**config.mk**
```make
export PLATFORM = sky130hd
export DESIGN_NAME = ogdpc_disc_unit
export DESIGN_NICKNAME = d
export VERILOG_FILES = /design/src/rtl/ogdpc_pkg.sv /design/src/rtl/ogdpc_disc_unit.sv
export SDC_FILE = /design/constraint.sdc
export NUM_CORES = 1
export LEC_CHECK = 0
export BUFFER_PORTS_ARGS = -buffer_cell sky130_fd_sc_hd__buf_2
export CORE_MARGIN = 1.5
export CORE_UTILIZATION = 50
export DETAILED_ROUTE_END_ITERATION = 12
export PLACE_DENSITY = 0.74
export SYNTH_ARGS = -nofsm -noshare
export SYNTH_HDL_FRONTEND = slang
export SYNTH_SLANG_ARGS = --single-unit
```
**constraint.sdc**
```tcl
create_clock -name vclk -period 20.1
set_input_delay 4.02 -clock vclk [all_inputs]
set_output_delay 4.02 -clock vclk [all_outputs]
set_load 0.02 [all_outputs]
```
**src/rtl/ogdpc_pkg.sv**
```systemverilog
// shared types and constants of the occupancy grid disc paint and check block
package ogdpc_pkg;

	// grid geometry and disc bound
	localparam int GridCols = 128;
	localparam int GridRows = 128;
	localparam int MaxRad = 15;
	localparam int GridDepth = GridCols * GridRows;
	localparam int AddrW = $clog2(GridDepth);

	// field widths fixed by the interface
	localparam int OpW = 3;
	localparam int InCoordW = 9;
	localparam int ByteW = 8;
	localparam int RsqW = 8;
	localparam int CfgIdxW = 2;

	// internal widths
	localparam int OffW = $clog2(MaxRad + 1) + 1;
	localparam int CoordW = InCoordW + 1;
	localparam int DistW = 2 * OffW + 1;

	// a cell at or above this value counts as occupied
	localparam logic [ByteW-1:0] OccThreshold = ByteW'(50);
	localparam logic [RsqW-1:0] RsqMax = RsqW'(MaxRad * MaxRad);

	// operation codes
	typedef enum logic [OpW-1:0] {
		OpWrite = 3'd0,
		OpRead = 3'd1,
		OpPaintOcc = 3'd2,
		OpPaintFree = 3'd3,
		OpQuery = 3'd4,
		OpClear = 3'd5
	} op_t;

	// configuration register indexes
	typedef enum logic [CfgIdxW-1:0] {
		CfgCols = 2'd0,
		CfgRows = 2'd1,
		CfgFree = 2'd2,
		CfgOcc = 2'd3
	} cfg_idx_t;

	// what the disc unit reports for one offset
	typedef struct packed {
		logic in_disc;
		logic in_map;
		logic [AddrW-1:0] addr;
	} cell_chk_t;

endpackage

```
**src/rtl/ogdpc_disc_unit.sv**
```systemverilog
// shared disc unit: distance test, map bounds and cell address for one offset
module ogdpc_disc_unit import ogdpc_pkg::*; (
	input logic signed [InCoordW-1:0] cx,
	input logic signed [InCoordW-1:0] cy,
	input logic signed [OffW-1:0] dx,
	input logic signed [OffW-1:0] dy,
	input logic [RsqW-1:0] rsq,
	input logic [ByteW-1:0] cols,
	input logic [ByteW-1:0] rows,
	output cell_chk_t chk
);

	logic signed [CoordW-1:0] x;
	logic signed [CoordW-1:0] y;
	logic [CoordW-1:0] w;
	logic [CoordW-1:0] h;
	logic signed [2*OffW-1:0] dxx;
	logic signed [2*OffW-1:0] dyy;
	logic [DistW-1:0] sq_dist;

	// cell position
	assign x = CoordW'(cx) + CoordW'(dx);
	assign y = CoordW'(cy) + CoordW'(dy);

	// map size clamped to the grid
	assign w = (CoordW'(cols) < CoordW'(GridCols)) ? CoordW'(cols) : CoordW'(GridCols);
	assign h = (CoordW'(rows) < CoordW'(GridRows)) ? CoordW'(rows) : CoordW'(GridRows);

	// squared distance from the centre
	assign dxx = (2*OffW)'(dx) * (2*OffW)'(dx);
	assign dyy = (2*OffW)'(dy) * (2*OffW)'(dy);
	assign sq_dist = DistW'(unsigned'(dxx)) + DistW'(unsigned'(dyy));

	always_comb begin
		chk.in_disc = sq_dist <= DistW'(rsq);
		chk.in_map = !x[CoordW-1] && !y[CoordW-1] &&
			(unsigned'(x) < w) && (unsigned'(y) < h);
		chk.addr = AddrW'(AddrW'(unsigned'(y)) * AddrW'(GridCols) +
			AddrW'(unsigned'(x)));
	end

endmodule

```
==> results of run 1 <==
area by class of cell:
class / count / share of cell area (%)
Multi-Input combinational cell: 321 / 82.2
Tap cell: 75 / 2.63
Inverter: 54 / 5.67
Timing Repair Buffer: 68 / 9.52
routing by layer:
metal  up-vias  part of all wire [%]
met5         -                     0
met4         0                     0
met3         0                   2.9
met2        55                    50
met1      1273                    47
li1       1451                     -
kinds of logic after synthesis:
group                    after synthesis  share of synthesized area, %
AO/OA/AOI/OAI                         94                          19.9
buffers and inverters                 54                          6.45
XOR/XNOR                              40                          11.2
AND/OR/NAND/NOR                       82                          13.7
adder cells (fa/ha/maj)              105                          48.8
power by group:
| group | internal, mW | total (mW) | switching [mW] |
|---|---|---|---|
| sequential | 0 | 0 | 0 |
| clock | 0 | 0 | 0 |
| combinational | 0.140 | 0.300 | 0.159 |
worst max-delay path, stage by stage:
cell and delay (ns):
buf_2 0.23, inv_1 0.12, nor2_1 0.14, xnor2_1 0.08
ha_1 0.27, inv_1 0.05, fa_1 0.53, inv_1 0.05
fa_1 0.48, fa_1 0.47, a21o_1 0.19, a21oi_1 0.23
o21bai_1 0.09, a21oi_1 0.17, xnor2_1 0.15, ha_1 0.25
or4_4 0.48, or4_1 0.51, o211a_1 0.23, nor3_2 0.16
buf_2 0.18
path summary, 6_finish.rpt:
| path | end | slack, ns |
|---|---|---|
| worst max-delay path | chk[15] | 7.00 |
| worst min-delay path | chk[0] | 8.42 |
cells in the mapped netlist (2+ instances only):
cell	number	area, um2
a211oi_1	6	45.0
nand3_1	3	15.0
o21a_1	4	30.0
xnor2_1	33	289
a21oi_1	27	135
nand2b_1	6	37.5
o21bai_1	7	52.6
o21ai_0	15	75.1
nor2_1	9	33.8
and2_1	8	50.1
a31oi_1	2	12.5
xor2_1	7	61.3
fa_1	29	581
nor3_1	4	20.0
nand2_1	29	109
and3_1	3	18.8
nand4_1	3	18.8
a211o_1	2	17.5
inv_1	54	203
o211a_1	3	30.0
nor2b_1	5	31.3
ha_1	76	951
a21o_1	17	128
==> results.json, run 1 <==
{
  "grt_pass1_wl_um": 10700,
  "dieArea_um2": 6770,
  "n_antenna_cell": 0,
  "post_cts_buffers": 0,
  "outcome": "finished clean",
  "synth-seq-area-share_pct": 0,
  "viasPerCell": 5.36,
  "n_fill_cell": 556,
  "initialDrtViolationCount": 66,
  "met1_usage_pct": 24.4,
  "seq_cell_count": 0,
  "routed_wirelength_um": 6180,
  "utilization_pct": 59.7,
  "max-cap-violations": 0,
  "min_from": "cx[0]",
  "finalNetCount": 602,
  "multi_input_area_um2": 2940,
  "grt.overflow.total": 0,
  "start_kind": "input pin",
  "path_max_fanout": 13,
  "finalCriticalPeriod_ns": 13.10,
  "postSynthCellCount": 375,
  "grt_antenna_before_repair": 0,
  "route.vias.total": 2779,
  "power.density_nw_per_um2": 83.9,
  "top_usage_layer": "met2",
  "cts_resized": 0,
  "crit_arrival_ns": 9.08,
  "yosysWarningCount": 0,
  "grt_util_all_layers_pct": 19.5,
  "crit_start": "dx[4]",
  "leakage_nw": 1.96,
  "whs_ns": 8.42,
  "port_buffers": 68,
  "total_power_mw": 0.300,
  "crit_required_ns": 16.08,
  "ir_worst_vdd_mv": 0.119,
  "met3_usage_pct": 0.330,
  "setup_ws_ns": 7.00,
  "ff_latch_area_um2": 0,
  "hold_buffers": 0,
  "setup_viol": 0,
  "layout_common_cells": "ha_1 (76), buf_2 (68), inv_1 (54)",
  "die_x_um": 82.3,
  "drc_errors": 0,
  "start_util_pct": 52.4,
  "max_slew.worst_pin.slew_ns": 0.476,
  "core-area_um2": 5990,
  "post-place-ws_ns": 6.99,
  "firstDrtPassIters": 4,
  "final_cell_area_um2": 3570,
  "hold_violations": 0,
  "synth_nets": 532,
  "post-dp-hpwl_um": 5610,
  "fin_crit_sh_pct": 65.2,
  "yosysUniqueCellTypes": 46,
  "die_h_um": 82.3,
  "std_cell_rows": 28,
  "dpl-instance-area_um2": 3570,
  "grtUsageMet2_pct": 39.0,
  "hold_path_depth": 3,
  "slew_viol_final": 0,
  "crit_type": "input pin to primary output",
  "netlist_area_um2": 3140,
  "clock.fmax_mhz": 76.3,
  "io_pins": 68,
  "wl_per_cell_um": 11.9,
  "relSlewSlack_pct": 67.5,
  "hold_path_class": "input pin to primary output",
  "clockBufferCount": 0,
  "area_delta_synth_final_pct": 13.8,
  "ant_nets": 0,
  "dp_cells": 518,
  "synth.avg_cell_area_um2": 8.37,
  "endpoint_kind": "primary output",
  "gp_congestion": 0.870,
  "grt_pass1_vias": 2677,
  "grt_setup_unrepaired": "false",
  "grt_max_degree": 14,
  "drive_above_1_share_pct": 17.4,
  "layout_commonest_cell": "ha_1",
  "instances_no_fill": 518,
  "setup_tns_ns": 0
}
Note: power is estimated with default switching activity, not from simulation.
==> run 2: changes to the inputs <==
--- a/config.mk
+++ b/config.mk
@@ -9,7 +9,7 @@
 export CORE_MARGIN = 1.5
 export CORE_UTILIZATION = 50
 export DETAILED_ROUTE_END_ITERATION = 12
-export PLACE_DENSITY = 0.74
+export PLACE_DENSITY = 0.77
 export SYNTH_ARGS = -nofsm -noshare
 export SYNTH_HDL_FRONTEND = slang
 export SYNTH_SLANG_ARGS = --single-unit
==> constraint.sdc (replaced) <==
create_clock -name vclk -period 10.8
set_input_delay 2.16 -clock vclk [all_inputs]
set_output_delay 2.16 -clock vclk [all_outputs]
set_load 0.02 [all_outputs]
==> results.json, run 2 (same netlist as run 1, synthesis figures left out) <==
{
  "dieArea_um2": 6770,
  "fin_crit_sh_pct": 87.0,
  "finalNetCount": 602,
  "ant_nets": 0,
  "setup_ws_ns": 1.40,
  "hold_path_class": "input pin to primary output",
  "clock.fmax_mhz": 106,
  "hold_path_depth": 3,
  "grt.overflow.total": 0,
  "cp_slowest_stage_delay_ns": 0.54,
  "std_cell_rows": 28,
  "wl_per_cell_um": 12.8,
  "post-place-ws_ns": 1.35,
  "clockPowerShare_pct": 0,
  "dpl-instance-area_um2": 3570,
  "grt_setup_unrepaired": "false",
  "die_h_um": 82.3,
  "layout_common_cells": "ha_1 (76), buf_2 (68), inv_1 (54)",
  "hold_buffers": 0,
  "setup_tns_ns": 0,
  "grt_pass1_vias": 2751,
  "crit_type": "input pin to primary output",
  "grt_util_all_layers_pct": 20.4,
  "start_kind": "input pin",
  "cp_slowest_cell": "fa_1",
  "instances_no_fill": 518,
  "power.density_nw_per_um2": 160,
  "drc_errors": 0,
  "total_power_mw": 0.573,
  "path_max_fanout": 13,
  "grt_antenna_before_repair": 0,
  "initialDrtViolationCount": 85,
  "ir_worst_vdd_mv": 0.284,
  "slew_viol_final": 0,
  "crit_required_ns": 8.64,
  "endpoint_kind": "primary output",
  "ff_latch_area_um2": 0,
  "combPwrFrac_pct": 100.0,
  "port_buffers": 68,
  "internal_power_mw": 0.266,
  "area_delta_synth_final_pct": 13.8,
  "grt_pass1_wl_um": 11100,
  "clockBufferCount": 0,
  "route.vias.total": 2811,
  "firstDrtPassIters": 4,
  "seq_cell_count": 0,
  "gp_congestion": 0.900,
  "hold_violations": 0,
  "final_cell_area_um2": 3570,
  "viasPerCell": 5.43,
  "max_slew.worst_pin.slew_ns": 0.520,
  "finalCriticalPeriod_ns": 9.40,
  "switching_power_mw": 0.307,
  "core-area_um2": 5990,
  "relSlewSlack_pct": 64.5,
  "n_antenna_cell": 0,
  "dp_cells": 518,
  "cts_resized": 0,
  "post_cts_buffers": 0,
  "cp_num_buf_inv": 5,
  "crit_arrival_ns": 7.24,
  "post-dp-hpwl_um": 5970,
  "setup_viol": 0,
  "max-cap-violations": 0,
  "routed_wirelength_um": 6630,
  "whs_ns": 4.71,
  "worstPathCellList": "buf_2 > inv_1 > nor2_1 > xnor2_1 > ha_1 > inv_1 > fa_1 > inv_1 > fa_1 > fa_1 > a21o_1 > a21oi_1 > o21bai_1 > a21oi_1 > xnor2_1 > ha_1 > or4_4 > or4_1 > o211a_1 > nor3_2 > buf_2",
  "seq_power_share_pct": 0,
  "drive_above_1_share_pct": 17.4,
  "leakage_nw": 1.96,
  "power.share.switching_pct": 53.6,
  "layout_commonest_cell": "ha_1",
  "grt_max_degree": 14,
  "utilization_pct": 59.7,
  "die_x_um": 82.3,
  "io_pins": 68,
  "worstSetupPathDepth": 21,
  "start_util_pct": 52.4,
  "outcome": "finished clean",
  "critPathTopFamily": "adder cells"
}
-- run 2: cell counts in the layout (fill, tap and decap cells not counted) --
No cell type changed its count.
-- run 2: layout make-up --
class                           instances  area, um2
Tap cell                               75       93.8
Inverter                               54        203
Multi-Input combinational cell        321       2940
Fill cell                             552       2420
Timing Repair Buffer                   68        340
-- run 2: worst paths after layout --
path              slack (ns)  start       to
hold / removal          4.71  cx[0]   chk[0]
setup / recovery        1.40  dy[4]  chk[15]
-- run 2: metal layers --
metal	vias to the layer above	global-route usage, %	share of wire, %
met5	-	0	0
met4	0	3.05	1.4
met3	6	0.659	2.7
met2	52	40.0	50
met1	1303	24.7	45
li1	1450	-	-
-- run 2: power by group through the flow --
stage / sequential [mW] / combinational, mW / clock (mW)
2_1_floorplan: 0 / 0.446 / 0
3_3_place_gp: 0 / 0.546 / 0
3_5_place_dp: 0 / 0.576 / 0
4_1_cts: 0 / 0.580 / 0
5_1_grt: 0 / 0.648 / 0
6_report: 0 / 0.573 / 0
==> run 3: changes to the inputs <==
--- a/config.mk
+++ b/config.mk
@@ -6,10 +6,10 @@
 export NUM_CORES = 1
 export LEC_CHECK = 0
 export BUFFER_PORTS_ARGS = -buffer_cell sky130_fd_sc_hd__buf_2
+export CORE_ASPECT_RATIO = 1.4
 export CORE_MARGIN = 1.5
-export CORE_UTILIZATION = 50
+export CORE_UTILIZATION = 30
 export DETAILED_ROUTE_END_ITERATION = 12
-export PLACE_DENSITY = 0.77
 export SYNTH_ARGS = -nofsm -noshare
 export SYNTH_HDL_FRONTEND = slang
 export SYNTH_SLANG_ARGS = --single-unit
==> results.json, run 3 (same netlist as run 1, synthesis figures left out) <==
{
  "outcome": "finished clean",
  "cp_num_buf_inv": 5,
  "grt_antenna_before_repair": 0,
  "finalCriticalPeriod_ns": 9.42,
  "die_x_um": 89.5,
  "n_antenna_cell": 0,
  "die_h_um": 124,
  "drc_errors": 0,
  "port_buffers": 68,
  "routed_wirelength_um": 7020,
  "max_slew.worst_pin.slew_ns": 0.491,
  "gp_congestion": 0.844,
  "firstDrtPassIters": 4,
  "post_cts_buffers": 0,
  "wl_per_cell_um": 12.1,
  "grt_max_degree": 14,
  "path_max_fanout": 13,
  "fin_crit_sh_pct": 87.2,
  "cp-endpoint": "chk[15]",
  "worstPathCellList": "buf_2 > inv_1 > nor2_1 > xnor2_1 > ha_1 > inv_1 > fa_1 > inv_1 > fa_1 > fa_1 > a21o_1 > a21oi_1 > o21bai_1 > a21oi_1 > xnor2_1 > ha_1 > or4_4 > or4_1 > o211a_1 > nor3_2 > buf_2",
  "crit_required_ns": 8.64,
  "io_pins": 68,
  "setup_viol": 0,
  "dieArea_um2": 11100,
  "power.density_nw_per_um2": 153,
  "ant_nets": 0,
  "hold_buffers": 0,
  "clockBufferCount": 0,
  "start_kind": "input pin",
  "endpoint_kind": "primary output",
  "grt_setup_unrepaired": "false",
  "layout_common_cells": "ha_1 (76), buf_2 (68), inv_1 (54)",
  "area_delta_synth_final_pct": 16.3,
  "layout_commonest_cell": "ha_1",
  "cp_slowest_stage_delay_ns": 0.54,
  "ir_worst_vdd_mv": 0.0763,
  "core-area_um2": 10300,
  "grt_pass1_wl_um": 12100,
  "viasPerCell": 4.76,
  "slew_viol_final": 0,
  "hold_violations": 0,
  "drive_above_1_share_pct": 17.4,
  "max-cap-violations": 0,
  "worstSetupPathDepth": 21,
  "initialDrtViolationCount": 64,
  "finalNetCount": 602,
  "crit_arrival_ns": 7.26,
  "whs_ns": 4.71,
  "cts_resized": 0,
  "grt_util_all_layers_pct": 13.4,
  "grt.overflow.total": 0,
  "crit_type": "input pin to primary output",
  "route.vias.total": 2765,
  "relSlewSlack_pct": 66.4,
  "start_util_pct": 30.5,
  "cp_slowest_cell": "fa_1",
  "clock.fmax_mhz": 106,
  "setup_tns_ns": 0,
  "seq_cell_count": 0,
  "std_cell_rows": 44,
  "hold_path_class": "input pin to primary output",
  "ff_latch_area_um2": 0,
  "post-dp-hpwl_um": 6450,
  "crit_start": "dy[4]",
  "grt_pass1_vias": 2959,
  "leakage_nw": 1.96,
  "critPathTopFamily": "adder cells"
}
[run 3: cell counts in the layout (fill, tap and decap cells not counted)]
No cell type changed its count.
[run 3: area by class of cell]
type | instances | area, um2
inverters | 54 | 203
multi-input cells | 321 | 2940
repair buffers | 68 | 340
well taps | 138 | 173
fillers | 1128 | 6640
[run 3: report_power, final]
group	internal [mW]	switching, mW	total (mW)
clock network	0	0	0
registers	0	0	0
logic	0.262	0.298	0.560
[run 3: per-layer routing]
layer	share of wire (%)	routed length, um	track usage, %
met3	1.6	109	0
met2	58	4060	29.3
met1	41	2850	14.4
met5	0	0	0
met4	0	0	0
[run 3: how the worst min path moves through the flow]
| stage | startpoint | end | slack [ns] | cells after the start |
|---|---|---|---|---|
| final | cx[0] | chk[0] | 4.71 | 3 |
| after global routing | cx[0] | chk[0] | 4.74 | 3 |
| after CTS | cx[0] | chk[0] | 4.71 | 3 |
| after detailed placement | cx[0] | chk[0] | 4.71 | 3 |
| after global placement | cx[0] | chk[0] | 4.70 | 3 |
| after floorplan | dx[0] | chk[0] | 4.53 | 1 |
[run 3: tightest hold or removal path: stages]
cell and delay, ns:
buf_2 0.08, ha_1 0.15, buf_2 0.16
[run 3: through the flow]
stage / instance area, um2 / cells / power, mW / worst slack, ns / utilization (%)
final: 3650 / 581 / 0.560 / 1.38 / 35.5
after global routing: 3650 / 581 / 0.641 / 1.08 / 35.5
after CTS: 3650 / 581 / 0.570 / 1.36 / 35.5
after detailed placement: 3650 / 581 / 0.568 / 1.37 / 35.5
after global placement: 3650 / 581 / 0.550 / 1.49 / 35.5
after floorplan: 3140 / 375 / 0.446 / 1.88 / -
